### src/hw/rtl/ptc_pkg.sv
// Shared types, codes and helpers for the packed timestamp codec.
// Used by ptc_pack, ptc_unpack and packed_timestamp_codec_core.
`default_nettype none

package ptc_pkg;

   localparam int SlotBits  = 6;
   localparam int NumSlots  = 10;
   localparam int StampBits = SlotBits * NumSlots;

   // transaction kind
   localparam logic MODE_PACK   = 1'b0;
   localparam logic MODE_UNPACK = 1'b1;

   // response status
   localparam logic STATUS_OK      = 1'b0;
   localparam logic STATUS_BAD_ARG = 1'b1;

   localparam logic [7:0] YearBase  = 8'd100;
   localparam logic [7:0] YearLast  = 8'd199;
   localparam logic [9:0] MillisMax = 10'd999;

   // pack path, after range check and digit split
   typedef struct packed {
      logic       bad;
      logic [3:0] y_tens;
      logic [3:0] y_ones;
      logic [3:0] month;      // 1..12
      logic [1:0] d_tens;
      logic [3:0] d_ones;
      logic [4:0] hour;
      logic [5:0] minute;
      logic [5:0] second;
      logic [3:0] ms_hi;
      logic [5:0] ms_lo;
   } pack_mid_type;

   // unpack path, after per-slot clamping
   typedef struct packed {
      logic [3:0] y_tens;
      logic [3:0] y_ones;
      logic [3:0] month_idx;  // 0..11
      logic [1:0] d_tens;
      logic [3:0] d_ones;
      logic [4:0] hour;
      logic [5:0] minute;
      logic [5:0] second;
      logic [5:0] ms_hi;
      logic [5:0] ms_lo;
   } unpack_mid_type;

   // quotient by ten for values below 100: multiply by 205, drop 11 bits
   function automatic logic [3:0] div10(input logic [6:0] v);
      logic [14:0] p;
      p = 15'(v) * 15'd205;
      return p[14:11];
   endfunction

endpackage

`default_nettype wire

### src/hw/rtl/ptc_pack.sv
// Pack path stage: range check and decimal digit split, registered.
// Depends on ptc_pkg.
`default_nettype none

module ptc_pack
   import ptc_pkg::*;
(
   input  wire logic         clock,
   input  wire logic [7:0]   year_since_1900,
   input  wire logic [3:0]   month_index,
   input  wire logic [4:0]   day,
   input  wire logic [4:0]   hour,
   input  wire logic [5:0]   minute,
   input  wire logic [5:0]   second,
   input  wire logic [9:0]   millis,
   output pack_mid_type      mid_ff
);

   pack_mid_type mid_in;
   logic [6:0]   year_off;
   logic [3:0]   y_tens;
   logic [3:0]   d_tens;

   always_comb begin
      year_off = 7'(year_since_1900 - YearBase);
      y_tens   = div10(year_off);
      d_tens   = div10(7'(day));

      mid_in.bad    = (year_since_1900 < YearBase) || (year_since_1900 > YearLast)
                    || (month_index >= 4'd12) || (day == 5'd0) || (hour >= 5'd24)
                    || (minute >= 6'd60) || (second >= 6'd60) || (millis > MillisMax);
      mid_in.y_tens = y_tens;
      mid_in.y_ones = 4'(year_off - 7'(y_tens) * 7'd10);
      mid_in.month  = month_index + 4'd1;
      mid_in.d_tens = d_tens[1:0];
      mid_in.d_ones = 4'(day - 5'(d_tens) * 5'd10);
      mid_in.hour   = hour;
      mid_in.minute = minute;
      mid_in.second = second;
      mid_in.ms_hi  = millis[9:6];
      mid_in.ms_lo  = millis[5:0];
   end

   always_ff @(posedge clock) begin
      mid_ff <= mid_in;
   end

endmodule

`default_nettype wire

### src/hw/rtl/ptc_unpack.sv
// Unpack path stage: split the stamp into slots and clamp each, registered.
// Depends on ptc_pkg.
`default_nettype none

module ptc_unpack
   import ptc_pkg::*;
(
   input  wire logic                 clock,
   input  wire logic [StampBits-1:0] stamp,
   output unpack_mid_type            mid_ff
);

   unpack_mid_type mid_in;
   logic [SlotBits-1:0] slot [NumSlots];

   always_comb begin
      for (int i = 0; i < NumSlots; i++) begin
         slot[i] = stamp[i*SlotBits +: SlotBits];
      end

      mid_in.y_tens = (slot[9] > 6'd9) ? 4'd9 : slot[9][3:0];
      mid_in.y_ones = (slot[8] > 6'd9) ? 4'd9 : slot[8][3:0];
      if (slot[7] == 6'd0) begin
         mid_in.month_idx = 4'd0;
      end else if (slot[7] > 6'd12) begin
         mid_in.month_idx = 4'd11;
      end else begin
         mid_in.month_idx = 4'(slot[7] - 6'd1);
      end
      mid_in.d_tens = (slot[6] > 6'd3) ? 2'd3 : slot[6][1:0];
      mid_in.d_ones = (slot[5] > 6'd9) ? 4'd9 : slot[5][3:0];
      mid_in.hour   = (slot[4] > 6'd23) ? 5'd23 : slot[4][4:0];
      mid_in.minute = (slot[3] > 6'd59) ? 6'd59 : slot[3];
      mid_in.second = (slot[2] > 6'd59) ? 6'd59 : slot[2];
      mid_in.ms_hi  = slot[1];
      mid_in.ms_lo  = slot[0];
   end

   always_ff @(posedge clock) begin
      mid_ff <= mid_in;
   end

endmodule

`default_nettype wire

### src/hw/rtl/packed_timestamp_codec_core.sv
// Top level of the packed timestamp codec: input register, pack/unpack
// stages and output assembly. Depends on ptc_pkg, ptc_pack, ptc_unpack.
`default_nettype none

// Converts calendar fields to a 60-bit stamp of ten 6-bit slots (req_type 0)
// or a stamp back to clamped calendar fields (req_type 1). One transaction
// is taken per clock cycle while busy is low; busy is high during reset and
// in the first cycle after it, and low from then on.
// Each response appears on the rsp_ ports with rsp_valid for exactly one
// cycle, after the three register stages (input capture, range check or
// slot clamp, output assembly). The receiver cannot stall: every response
// must be taken in the cycle it is shown.
module packed_timestamp_codec_core
   import ptc_pkg::*;
(
   input  wire logic                 clock,
   input  wire logic                 reset,

   input  wire logic                 start,
   output      logic                 busy,
   input  wire logic                 req_type,
   input  wire logic [StampBits-1:0] req_in_stamp,
   input  wire logic [7:0]           req_in_year_since_1900,
   input  wire logic [3:0]           req_in_month_index,
   input  wire logic [4:0]           req_in_day,
   input  wire logic [4:0]           req_in_hour,
   input  wire logic [5:0]           req_in_minute,
   input  wire logic [5:0]           req_in_second,
   input  wire logic [9:0]           req_in_millis,

   output      logic                 rsp_valid,
   output      logic                 rsp_status,
   output      logic [StampBits-1:0] rsp_out_stamp,
   output      logic [7:0]           rsp_out_year_since_1900,
   output      logic [3:0]           rsp_out_month_index,
   output      logic [4:0]           rsp_out_day,
   output      logic [4:0]           rsp_out_hour,
   output      logic [5:0]           rsp_out_minute,
   output      logic [5:0]           rsp_out_second,
   output      logic [9:0]           rsp_out_millis
);

   logic                 busy_ff;
   logic                 accept;

   // stage 1: captured transaction
   logic                 s1_valid_ff;
   logic                 s1_mode_ff;
   logic [StampBits-1:0] s1_stamp_ff;
   logic [7:0]           s1_year_ff;
   logic [3:0]           s1_month_ff;
   logic [4:0]           s1_day_ff;
   logic [4:0]           s1_hour_ff;
   logic [5:0]           s1_minute_ff;
   logic [5:0]           s1_second_ff;
   logic [9:0]           s1_millis_ff;

   // stage 2: per-path intermediate results
   logic                 s2_valid_ff;
   logic                 s2_mode_ff;
   pack_mid_type         pk_ff;
   unpack_mid_type       up_ff;

   // stage 3: output registers
   logic                 out_valid_ff;
   logic                 out_status_ff,  out_status_in;
   logic [StampBits-1:0] out_stamp_ff,   out_stamp_in;
   logic [7:0]           out_year_ff,    out_year_in;
   logic [3:0]           out_month_ff,   out_month_in;
   logic [4:0]           out_day_ff,     out_day_in;
   logic [4:0]           out_hour_ff,    out_hour_in;
   logic [5:0]           out_minute_ff,  out_minute_in;
   logic [5:0]           out_second_ff,  out_second_in;
   logic [9:0]           out_millis_ff,  out_millis_in;

   logic [5:0]           day_sum;
   logic [11:0]          ms_sum;

   assign busy   = busy_ff;
   assign accept = start && !busy_ff;

   always_ff @(posedge clock) begin
      if (reset) begin
         busy_ff      <= 1'b1;
         s1_valid_ff  <= 1'b0;
         s2_valid_ff  <= 1'b0;
         out_valid_ff <= 1'b0;
      end else begin
         busy_ff      <= 1'b0;
         s1_valid_ff  <= accept;
         s2_valid_ff  <= s1_valid_ff;
         out_valid_ff <= s2_valid_ff;
      end
   end

   always_ff @(posedge clock) begin
      s1_mode_ff   <= req_type;
      s1_stamp_ff  <= req_in_stamp;
      s1_year_ff   <= req_in_year_since_1900;
      s1_month_ff  <= req_in_month_index;
      s1_day_ff    <= req_in_day;
      s1_hour_ff   <= req_in_hour;
      s1_minute_ff <= req_in_minute;
      s1_second_ff <= req_in_second;
      s1_millis_ff <= req_in_millis;
      s2_mode_ff   <= s1_mode_ff;
   end

   ptc_pack u_pack (
      .clock           (clock),
      .year_since_1900 (s1_year_ff),
      .month_index     (s1_month_ff),
      .day             (s1_day_ff),
      .hour            (s1_hour_ff),
      .minute          (s1_minute_ff),
      .second          (s1_second_ff),
      .millis          (s1_millis_ff),
      .mid_ff          (pk_ff)
   );

   ptc_unpack u_unpack (
      .clock  (clock),
      .stamp  (s1_stamp_ff),
      .mid_ff (up_ff)
   );

   always_comb begin
      out_status_in = STATUS_OK;
      out_stamp_in  = '0;
      out_year_in   = '0;
      out_month_in  = '0;
      out_day_in    = '0;
      out_hour_in   = '0;
      out_minute_in = '0;
      out_second_in = '0;
      out_millis_in = '0;

      day_sum = 6'(up_ff.d_tens) * 6'd10 + 6'(up_ff.d_ones);
      ms_sum  = {up_ff.ms_hi, up_ff.ms_lo};

      if (s2_mode_ff == MODE_PACK) begin
         if (pk_ff.bad) begin
            out_status_in = STATUS_BAD_ARG;
         end else begin
            out_stamp_in = {6'(pk_ff.y_tens), 6'(pk_ff.y_ones), 6'(pk_ff.month),
                            6'(pk_ff.d_tens), 6'(pk_ff.d_ones), 6'(pk_ff.hour),
                            pk_ff.minute, pk_ff.second, 6'(pk_ff.ms_hi), pk_ff.ms_lo};
         end
      end else begin
         out_year_in   = YearBase + 8'(up_ff.y_tens) * 8'd10 + 8'(up_ff.y_ones);
         out_month_in  = up_ff.month_idx;
         if (day_sum == 6'd0) begin
            out_day_in = 5'd1;
         end else if (day_sum > 6'd31) begin
            out_day_in = 5'd31;
         end else begin
            out_day_in = day_sum[4:0];
         end
         out_hour_in   = up_ff.hour;
         out_minute_in = up_ff.minute;
         out_second_in = up_ff.second;
         out_millis_in = (ms_sum > 12'(MillisMax)) ? MillisMax : ms_sum[9:0];
      end
   end

   always_ff @(posedge clock) begin
      out_status_ff <= out_status_in;
      out_stamp_ff  <= out_stamp_in;
      out_year_ff   <= out_year_in;
      out_month_ff  <= out_month_in;
      out_day_ff    <= out_day_in;
      out_hour_ff   <= out_hour_in;
      out_minute_ff <= out_minute_in;
      out_second_ff <= out_second_in;
      out_millis_ff <= out_millis_in;
   end

   assign rsp_valid               = out_valid_ff;
   assign rsp_status              = out_status_ff;
   assign rsp_out_stamp           = out_stamp_ff;
   assign rsp_out_year_since_1900 = out_year_ff;
   assign rsp_out_month_index     = out_month_ff;
   assign rsp_out_day             = out_day_ff;
   assign rsp_out_hour            = out_hour_ff;
   assign rsp_out_minute          = out_minute_ff;
   assign rsp_out_second          = out_second_ff;
   assign rsp_out_millis          = out_millis_ff;

   // every response traces back to an accepted transaction
   a_rsp_has_start: assert property (@(posedge clock) disable iff (reset)
      rsp_valid |-> $past(accept, 3))
      else $error("response without a matching transaction");

   // a rejected pack yields a zero stamp and no calendar fields
   a_bad_is_empty: assert property (@(posedge clock) disable iff (reset)
      (rsp_valid && rsp_status == STATUS_BAD_ARG) |->
         (rsp_out_stamp == '0 && rsp_out_year_since_1900 == 8'd0))
      else $error("bad-argument response carries data");

   // unpack results never come with a stamp or an error
   a_unpack_clean: assert property (@(posedge clock) disable iff (reset)
      (rsp_valid && rsp_out_year_since_1900 != 8'd0) |->
         (rsp_status == STATUS_OK && rsp_out_stamp == '0 && rsp_out_day != 5'd0))
      else $error("unpack response mixes pack fields");

endmodule

`default_nettype wire
### config.mk
export PLATFORM = sky130hd
export DESIGN_NAME = packed_timestamp_codec_core
export DESIGN_NICKNAME = d
export VERILOG_FILES = /design/src/hw/rtl/ptc_pkg.sv /design/src/hw/rtl/ptc_pack.sv /design/src/hw/rtl/ptc_unpack.sv /design/src/hw/rtl/packed_timestamp_codec_core.sv
export SDC_FILE = /design/constraint.sdc
export NUM_CORES = 1
export LEC_CHECK = 0
export ABC_AREA = 1
export BUFFER_PORTS_ARGS = -buffer_cell sky130_fd_sc_hd__buf_2
export CAP_MARGIN = 20
export CORE_ASPECT_RATIO = 0.7
export CORE_MARGIN = 3
export CORE_UTILIZATION = 55
export CTS_CLUSTER_DIAMETER = 120
export DETAILED_ROUTE_END_ITERATION = 8
export HOLD_SLACK_MARGIN = 0.08
export PLACE_DENSITY = 0.79
export SKIP_CTS_REPAIR_TIMING = 1
export SYNTH_ARGS = -nofsm -noshare
export SYNTH_HDL_FRONTEND = slang
export SYNTH_SLANG_ARGS = --single-unit
### constraint.sdc
create_clock -name clock -period 11.7 [get_ports clock]
set_input_delay 2.34 -clock clock [delete_from_list [all_inputs] [get_ports clock]]
set_output_delay 2.34 -clock clock [all_outputs]
set_load 0.05 [all_outputs]
==> impl_metrics.ini, run 1 <==
[run_status]
status = complete, no violations

[logic_synthesis]
synth_warnings = 0
syn-cell-area_sq_um = 9320
synthArstFlopShare_pct = 0
yosysSeqAreaShare_pct = 62.9
synth-main-ff-cell = dfxtp_1
synth_edf_count = 0
yosysTopAreaCell = dfxtp_1
yosysTopAreaCellShare_pct = 62.9
ys_ff_latch = 293
synthTopCellsByArea = dfxtp_1 63%, ha_1 10%, inv_1 6.6%
synth_cell_types = 36
syn_area_per_cell_sq_um = 10.7
synth_cells = 873

[critical_path]
slowest_delay_ns = 0.50
crit_required_ns = 12.11
worstPathArrival_ns = 5.49
crit_buf_inv = 8
r2r_setup_slack_ns = 6.62
reg2regPathDepth = 31
cp_slowest_cell = fa_1
critPathCaptureType = flop
r2r_start = s1_year_ff[2]
critical_path_class = flop to flop
cp_top_family = adder cells
worst_setup_path_start_kind = flop
timing.rr.end = u_pack.mid_ff[40]
crit_path_frequent_cell = nand2_1
path_max_fanout = 5

[route]
first_pass_iters = 4
wl_um = 17700
drtIter0Drc = 299
wire_per_inst_um = 13.3
vias = 5874
drc = 0
ant_nets = 0
vias_per_cell = 4.43

[power]
p_leak_nw = 6.01
vdd_drop_max_mv = 0.141
p_per_area_nw_per_um2 = 199

[sta]
grt_setup_unrepaired = no
min_period_ns = 5.08
finalClockSkew_ns = 0.0140
tightest_slew_ns = 0.972
finalSetupViolCount = 0
hold_viol_final = 0
setup_tns_ns = 0
relSlewSlack_pct = 35.0
fmax_mhz = 197
final_max_slew_viol_count = 0
fin_crit_sh_pct = 43.4

[floorplan]
ioPinCount = 215
coreArea_sq_um = 16400
die_width_um = 162
die_area_sq_um = 18600
start_util_pct = 56.7
die_height_um = 115
rows = 39

[global_routing]
grt_max_degree = 46
grt_first_pass_wirelength_um = 27800
grt-ovfl-total = 0
grt_usage_pct = 18.6
grt_antenna_before_repair = 0
grt_pass1_vias = 5746

[min_path]
hold_depth = 0
hp-start = s1_stamp_ff[7]
hp-class = flop to flop
hold_end = u_unpack.mid_ff[7]

[clock_network]
cts_sinks = 293
htreeDepth = 1
clock_path_buffers = 3
cts_tree = done
clk_pin_slew_worst_paths_ns = 0.06
clk_latency_ns = 0.51
cts-root-buf = clkbuf_16
cts_buffers = 25

[run]
maxCapViolCount = 0

[placed_design]
io_buffers = 199
post-dp-hpwl_um = 13200
gp_congestion = 0.853
place_inst = 1283

[final_layout]
nets = 1285
mostFrequentLayoutCell = dfxtp_1
layout_common_cells = 293 x dfxtp_1, 199 x buf_2, 165 x inv_1
instances_no_fill = 1327
antenna_cells = 0
drive_gt1_share_pct = 23.2
area_growth_syn_to_layout_pct = 21.3
## how the worst max path moves through the flow
stage                  startpoint           endpoint  slack (ns)  cells after the start
floorplan           s1_year_ff[2]  u_pack.mid_ff[40]        7.04                     31
global placement    s1_year_ff[2]  u_pack.mid_ff[40]        6.78                     31
detailed placement  s1_year_ff[2]  u_pack.mid_ff[40]        6.62                     31
CTS                 s1_year_ff[2]  u_pack.mid_ff[40]        6.59                     31
global route        s1_year_ff[2]  u_pack.mid_ff[40]        6.28                     31
finish              s1_year_ff[2]  u_pack.mid_ff[40]        6.62                     31
## sequential cells by signal (all words and copies together) (netlist names), 4 cells and up
signal / cells
s1_stamp_ff: 60
u_unpack.mid_ff: 47
u_pack.mid_ff: 46
rsp_out_stamp: 45
rsp_out_millis: 10
s1_millis_ff: 10
rsp_out_year_since_1900: 8
s1_year_ff: 8
rsp_out_minute: 6
rsp_out_second: 6
s1_minute_ff: 6
s1_second_ff: 6
rsp_out_day: 5
rsp_out_hour: 5
s1_day_ff: 5
s1_hour_ff: 5
rsp_out_month_index: 4
s1_month_ff: 4
## where the power goes
part	switching (mW)	internal, mW	leakage (nW)
Clock	0.340	0.467	0.393
Sequential	0.0226	1.07	2.45
Combinational	0.234	0.121	3.17
Total	0.597	1.66	6.01
## area by class of cell
type                    count  area [sq um]
fillers                  1216          5140
clock inverters             4          53.8
inverters                 168           631
multi-input cells         397          2710
flip-flops and latches    293          5870
clock buffers              40           762
repair buffers            200          1000
well taps                 225           282
## per-stage QoR
stage               util [%]  hold slack, ns  worst slack, ns  power, mW  instance area (sq um)
floorplan                  -           0.310             7.04       1.38                   9370
finish                  68.7           0.326             6.62       2.25                  11300
global placement        63.8           0.310             6.78       1.45                  10500
detailed placement      63.8           0.312             6.62       1.47                  10500
CTS                     68.7           0.327             6.59       2.27                  11300
global route            68.7           0.331             6.28       2.36                  11300
## layer usage
| layer | vias up | routed length, um | part of all wire [%] | GRT usage, % |
|---|---|---|---|---|
| met5 | - | 0 | 0 | 0 |
| met4 | 0 | 353 | 2.0 | 4.18 |
| met1 | 2647 | 8190 | 46 | 24.7 |
| met3 | 29 | 1060 | 6.0 | 4.50 |
| li1 | 3034 | - | - | - |
| met2 | 164 | 8060 | 46 | 31.5 |
## cells in the mapped netlist (all sizes together) (3+ instances only)
library cell	instances
dfxtp	293
inv	167
nand2	93
nor2	85
ha	77
a21oi	20
buf	20
nand3	19
o21ai	19
fa	15
clkbuf	9
or2	9
xnor2	9
xor2	8
nand4	7
nor3	4
nand3b	3
## cell families after synthesis
logic type,after synthesis,share of synthesized area (%)
flip-flops,293,62.9
AND/OR/NAND/NOR,226,10.3
buffers and inverters,197,8.61
adder cells (fa/ha/maj),92,13.6
AO/OA/AOI/OAI,47,2.77
XOR/XNOR,17,1.84
other,1,0.0402
(Power assumes the default switching activity.)
==> inputs of run 2 (changes only) <==
--- a/config.mk
+++ b/config.mk
@@ -5,16 +5,16 @@
 export SDC_FILE = /design/constraint.sdc
 export NUM_CORES = 1
 export LEC_CHECK = 0
-export ABC_AREA = 1
+export ABC_AREA = 0
 export BUFFER_PORTS_ARGS = -buffer_cell sky130_fd_sc_hd__buf_2
 export CAP_MARGIN = 20
 export CORE_ASPECT_RATIO = 0.7
 export CORE_MARGIN = 3
-export CORE_UTILIZATION = 55
+export CORE_UTILIZATION = 52
 export CTS_CLUSTER_DIAMETER = 120
 export DETAILED_ROUTE_END_ITERATION = 8
 export HOLD_SLACK_MARGIN = 0.08
-export PLACE_DENSITY = 0.79
+export PLACE_DENSITY = 0.76
 export SKIP_CTS_REPAIR_TIMING = 1
 export SYNTH_ARGS = -nofsm -noshare
 export SYNTH_HDL_FRONTEND = slang
==> constraint.sdc (replaced) <==
create_clock -name clock -period 5.2 [get_ports clock]
set_input_delay 1.04 -clock clock [delete_from_list [all_inputs] [get_ports clock]]
set_output_delay 1.04 -clock clock [all_outputs]
set_load 0.05 [all_outputs]
==> run 2 against run 1 <==
  * Via count is 10% lower
  * Utilization is 2.0 points lower
  * Synthesized cell count is 17% lower
  * Final area is 1.1% lower
  * Largest cell class unchanged
==> impl_metrics.ini, run 2 <==
[sta]
setup_tns_ns = 0
hold_viol_final = 0
relSlewSlack_pct = 31.0
fin_crit_sh_pct = 94.5
finalSetupViolCount = 0
min_period_ns = 4.91
fmax_mhz = 204
final.setup.worst_slack_ns = 0.287
final_max_slew_viol_count = 0
tightest_slew_ns = 1.03
finalClockSkew_ns = 0.0137

[floorplan]
ioPinCount = 215
die_height_um = 117
rows = 39
coreArea_sq_um = 16700
die_area_sq_um = 19200
start_util_pct = 54.4
die_width_um = 164

[route]
first_pass_iters = 4
vias_per_cell = 4.47
wl_um = 16400
wire_per_inst_um = 13.9
drc = 0
vias = 5276
drtIter0Drc = 233
ant_nets = 0

[clock_network]
htreeDepth = 1
clk_pin_slew_worst_paths_ns = 0.07
clock_path_buffers = 3
cts_sinks = 293
cts_tree = done
clk_latency_ns = 0.52
cts-root-buf = clkbuf_16
cts_buffers = 25

[critical_path]
r2r_setup_slack_ns = 0.29
crit_path_frequent_cell = inv_1
critical_path_class = flop to flop
timing.rr.end = u_pack.mid_ff[40]
worstPathArrival_ns = 5.30
slowest_delay_ns = 0.51
critPathCaptureType = flop
startpoint = s1_year_ff[2]
cp_slowest_cell = fa_1
crit_required_ns = 5.59
reg2regPathDepth = 21
worst_setup_path_start_kind = flop
worstPathCellList = inv_1 -> ha_2 -> xnor2_2 -> inv_1 -> ha_1 -> ha_1 -> fa_1 -> inv_1 -> fa_1 -> inv_1 -> ha_1 -> a211o_1 -> a21oi_2 -> a21boi_2 -> o21ai_2 -> o31a_1 -> ha_1 -> inv_1 -> fa_1 -> xnor2_1 -> xnor3_1
r2r_start = s1_year_ff[2]
path_max_fanout = 5

[logic_synthesis]
synth_cells = 724
ys_ff_latch = 293
synthTopCellsByArea = dfxtp_1 64%, ha_1 11%, and2_1 5.3%
synth_most_common_cell = dfxtp_1
synth-main-ff-cell = dfxtp_1
synth_edf_count = 0
synthArstFlopShare_pct = 0
yosysSeqAreaShare_pct = 64.4
ys_top_cells_by_count = 293 x dfxtp_1, 77 x and2_1, 77 x ha_1
synth_warnings = 0
yosysTopAreaCell = dfxtp_1
yosysTopAreaCellShare_pct = 64.4
syn_area_per_cell_sq_um = 12.6
syn-cell-area_sq_um = 9100
synth_cell_types = 47

[final_layout]
area_growth_syn_to_layout_pct = 22.8
largest_reg_flops = 60
top_regs = s1_stamp_ff x60, u_unpack.mid_ff x47, u_pack.mid_ff x46
drive_gt1_share_pct = 26.9
layout_common_cells = 293 x dfxtp_1, 199 x buf_2, 77 x and2_1
multi_input_area_sq_um = 2930
regMostFlops = s1_stamp_ff
mostFrequentLayoutCell = dfxtp_1
nets = 1136
regArea_sq_um = 5870
n_fill_cell = 1279

[run]
maxCapViolCount = 0

[run_status]
status = complete, no violations

[placed_design]
pre_cts_ws_ns = 0.102
post-dp-hpwl_um = 12100
io_buffers = 199
gp_congestion = 0.838

[global_routing]
grt_max_degree = 40
grt_first_pass_wirelength_um = 25700
grt_antenna_before_repair = 3
grt-ovfl-total = 0
grt_usage_pct = 16.9
grt_pass1_vias = 5296

[min_path]
hp-class = flop to flop
hold_depth = 0
hp-start = s1_stamp_ff[6]
hold_end = u_unpack.mid_ff[6]

[power]
p_per_area_nw_per_um2 = 460
p_leak_nw = 5.44
vdd_drop_max_mv = 0.300
## run 2: worst max path at each step
stage                             end  slack (ns)  cells past startpoint
global route        u_pack.mid_ff[40]      -0.002                     22
detailed placement  u_pack.mid_ff[40]        0.10                     21
finish              u_pack.mid_ff[40]        0.29                     21
CTS                 u_pack.mid_ff[40]        0.06                     21
floorplan           u_pack.mid_ff[40]        0.44                     21
global placement    u_pack.mid_ff[40]        0.29                     21
## run 2: power by group
| group | internal, mW | total, mW | switching (mW) |
|---|---|---|---|
| Clock | 1.13 | 1.92 | 0.794 |
| Sequential | 2.40 | 2.45 | 0.0520 |
| Combinational | 0.315 | 0.762 | 0.447 |
| Total | 3.85 | 5.14 | 1.29 |
## run 2: logic make-up (layout without fill, tap and decap cells)
kind of cell	count (synthesis)	after routing	share of synthesized area, %
AO/OA/AOI/OAI	53	53	4.04
XOR/XNOR	26	26	2.74
other	1	16	0.0412
adder cells (fa/ha/maj)	92	92	13.9
AND/OR/NAND/NOR	171	171	10.6
buffers and inverters	88	305	4.25
flip-flops	293	293	64.4
## run 2: cell type report
class | count | area share (%)
clock inverter | 12 | 1.68
inverter | 58 | 1.95
antenna | 1 | 0.0224
clock buffer | 34 | 6.08
sequential | 293 | 52.5
tap | 225 | 2.52
timing repair buffer | 201 | 9.05
multi-input combinational | 357 | 26.2
## run 2: metrics by stage
| stage | util [%] | area (sq um) | cells | power, mW | hold WS (ns) |
|---|---|---|---|---|---|
| 3_3_place_gp | 61.4 | 10300 | 1134 | 3.24 | 0.311 |
| 4_1_cts | 66.6 | 11100 | 1180 | 5.19 | 0.325 |
| 6_report | 66.8 | 11200 | 1181 | 5.14 | 0.328 |
| 5_1_grt | 66.8 | 11200 | 1180 | 5.38 | 0.331 |
| 3_5_place_dp | 61.4 | 10300 | 1134 | 3.26 | 0.312 |
| 2_1_floorplan | - | 9160 | 738 | 3.08 | 0.310 |
## run 2: worst max-delay path, delay by kind of cell, from the launching register on
kind	cells	cell delay, ns
adders and majority gates	8	2.48
xor gates and xnor gates	3	0.59
AOI/OAI and AO/OA	5	0.93
DFF	1	0.42
buffers and inverters	5	0.38
## run 2: routing by layer
layer	track usage (%)	share of wire (%)	vias up
li1	-	-	2722
met1	22.8	46	2339
met2	25.6	42	172
met3	5.92	9.0	37
met4	5.46	2.3	6
met5	0	0.25	-
==> inputs of run 3 (changes only) <==
--- a/config.mk
+++ b/config.mk
@@ -10,11 +10,11 @@
 export CAP_MARGIN = 20
 export CORE_ASPECT_RATIO = 0.7
 export CORE_MARGIN = 3
-export CORE_UTILIZATION = 52
+export CORE_UTILIZATION = 55
 export CTS_CLUSTER_DIAMETER = 120
 export DETAILED_ROUTE_END_ITERATION = 8
 export HOLD_SLACK_MARGIN = 0.08
-export PLACE_DENSITY = 0.76
+export PLACE_DENSITY = 0.83
 export SKIP_CTS_REPAIR_TIMING = 1
 export SYNTH_ARGS = -nofsm -noshare
 export SYNTH_HDL_FRONTEND = slang
==> constraint.sdc (replaced) <==
create_clock -name clock -period 6.25 [get_ports clock]
set_input_delay 1.25 -clock clock [delete_from_list [all_inputs] [get_ports clock]]
set_output_delay 1.25 -clock clock [all_outputs]
set_load 0.05 [all_outputs]
==> run 3 against run 2 <==
  * Total power fell by 18%
  * Clock skew is 0.0051 ns lower
  * Global-route usage rose by 1.1 points
  * Worst hold slack worse by 0.0037 ns
  * Register-to-register slack better by 0.73 ns
  * Sequential cell count unchanged
  * Sequential power fell by 17%
  * Critical endpoint unchanged
==> impl_metrics.ini, run 3 (synthesis results as in run 2) <==
[run_status]
status = complete, no violations

[sta]
hold_viol_final = 0
fmax_mhz = 191
tightest_slew_ns = 0.952
finalSetupViolCount = 0
final_max_slew_viol_count = 0
min_period_ns = 5.24
hold_ws_ns = 0.324
finalClockSkew_ns = 0.00860
fin_crit_sh_pct = 83.8
relSlewSlack_pct = 36.4
grt_setup_unrepaired = no
final.setup.worst_slack_ns = 1.01
setup_tns_ns = 0

[floorplan]
rows = 38
ioPinCount = 215
die_height_um = 114
die_width_um = 160
coreArea_sq_um = 15800
die_area_sq_um = 18200
start_util_pct = 57.5

[final_layout]
antenna_cells = 0
layout_common_cells = 293 x dfxtp_1, 199 x buf_2, 77 x and2_1, 77 x ha_1, 58 x inv_1
drive_gt1_share_pct = 26.6
n_fill_cell = 1136
area_growth_syn_to_layout_pct = 21.9
top_regs = s1_stamp_ff x60, u_unpack.mid_ff x47, u_pack.mid_ff x46
regMostFlops = s1_stamp_ff
largest_reg_flops = 60
nets = 1135
mostFrequentLayoutCell = dfxtp_1
instances_no_fill = 1174

[clock_network]
cts-root-buf = clkbuf_16
cts_buffers = 25
clock_path_buffers = 3
cts_sinks = 293
clk_latency_ns = 0.51
clk_pin_slew_worst_paths_ns = 0.06
htreeDepth = 1
cts_tree = done

[critical_path]
worst-path-stages = 21
critical_path_class = flop to flop
timing.rr.end = u_pack.mid_ff[40]
cp_slowest_cell = fa_1
worstPathArrival_ns = 5.62
worstPathCellList = inv_1 -> ha_1 -> inv_1 -> o21ai_0 -> xnor2_1 -> ha_1 -> ha_1 -> fa_1 -> inv_1 -> fa_1 -> inv_1 -> ha_1 -> a211o_1 -> a21oi_2 -> a21boi_2 -> o21ai_2 -> nor2b_1 -> xor2_1 -> fa_1 -> xnor2_1 -> xnor3_1
crit_path_end = u_pack.mid_ff[40]
r2r_start = s1_year_ff[2]
cp_top_family = adder cells
critPathCaptureType = flop
slowest_delay_ns = 0.52
crit_required_ns = 6.64
worst_setup_path_start_kind = flop
crit_buf_inv = 4
reg2regPathDepth = 21
r2r_setup_slack_ns = 1.01
startpoint = s1_year_ff[2]
path_max_fanout = 5

[placed_design]
place_inst = 1128
pre_cts_ws_ns = 1.04
gp_congestion = 0.839
io_buffers = 199
post-dp-hpwl_um = 12500

[route]
wire_per_inst_um = 14.1
vias_per_cell = 4.57
vias = 5362
first_pass_iters = 4
drtIter0Drc = 224
ant_nets = 0
drc = 0
wl_um = 16500

[power]
totalPowerFinal_mw = 4.19
p_leak_nw = 5.40
p_per_area_nw_per_um2 = 378
vdd_drop_max_mv = 0.418

[min_path]
hp-class = flop to flop
hold_depth = 0

[global_routing]
grt-ovfl-total = 0
grt_first_pass_wirelength_um = 26800
grt_usage_pct = 18.1
grt_pass1_vias = 5497
grt_antenna_before_repair = 2
grt_max_degree = 31

[run]
maxCapViolCount = 0
## run 3: cell types whose count changed in the layout (fill, tap and decap cells not counted), moves of 2 or more
cell | previous run | this run
clkbuf_1 | 7 | 3
clkinvlp_4 | 2 | 5
bufinv_16 | 4 | 2
clkinv_2 | 3 | 5
xnor2_2 | 2 | 0
xnor2_1 | 15 | 17
## run 3: where the power goes
group	switching, mW	internal (mW)
combinational	0.376	0.261
clock	0.649	0.862
sequential	0.0434	2.00
## run 3: per-layer routing
metal | share of wire [%] | vias up | global-route usage (%)
met5 | 0.13 | - | 0
met4 | 2.3 | 4 | 4.97
met3 | 7.0 | 32 | 5.19
met2 | 45 | 156 | 30.0
met1 | 45 | 2447 | 23.4
li1 | - | 2723 | -
## run 3: worst min path at each step
stage / startpoint / end / slack, ns
2_1_floorplan: s1_mode_ff / s2_mode_ff / 0.31
3_3_place_gp: s1_stamp_ff[1] / u_unpack.mid_ff[1] / 0.31
3_5_place_dp: s1_stamp_ff[8] / u_unpack.mid_ff[8] / 0.31
4_1_cts: s1_stamp_ff[8] / u_unpack.mid_ff[8] / 0.32
5_1_grt: s1_stamp_ff[7] / u_unpack.mid_ff[7] / 0.33
6_report: s1_stamp_ff[8] / u_unpack.mid_ff[8] / 0.32
## run 3: cell type report
type | count | area (sq um) | share of cell area (%)
inverter | 58 | 218 | 1.96
clock inverter | 15 | 149 | 1.34
tap | 220 | 275 | 2.48
clock buffer | 31 | 678 | 6.11
timing repair buffer | 200 | 1000 | 9.04
multi-input combinational | 357 | 2910 | 26.2
sequential | 293 | 5870 | 52.9
## run 3: per-stage QoR
stage / utilization, % / area, sq um
after floorplan: - / 9160
after global placement: 64.9 / 10300
after detailed placement: 64.9 / 10300
after CTS: 70.1 / 11100
after global routing: 70.1 / 11100
final: 70.1 / 11100
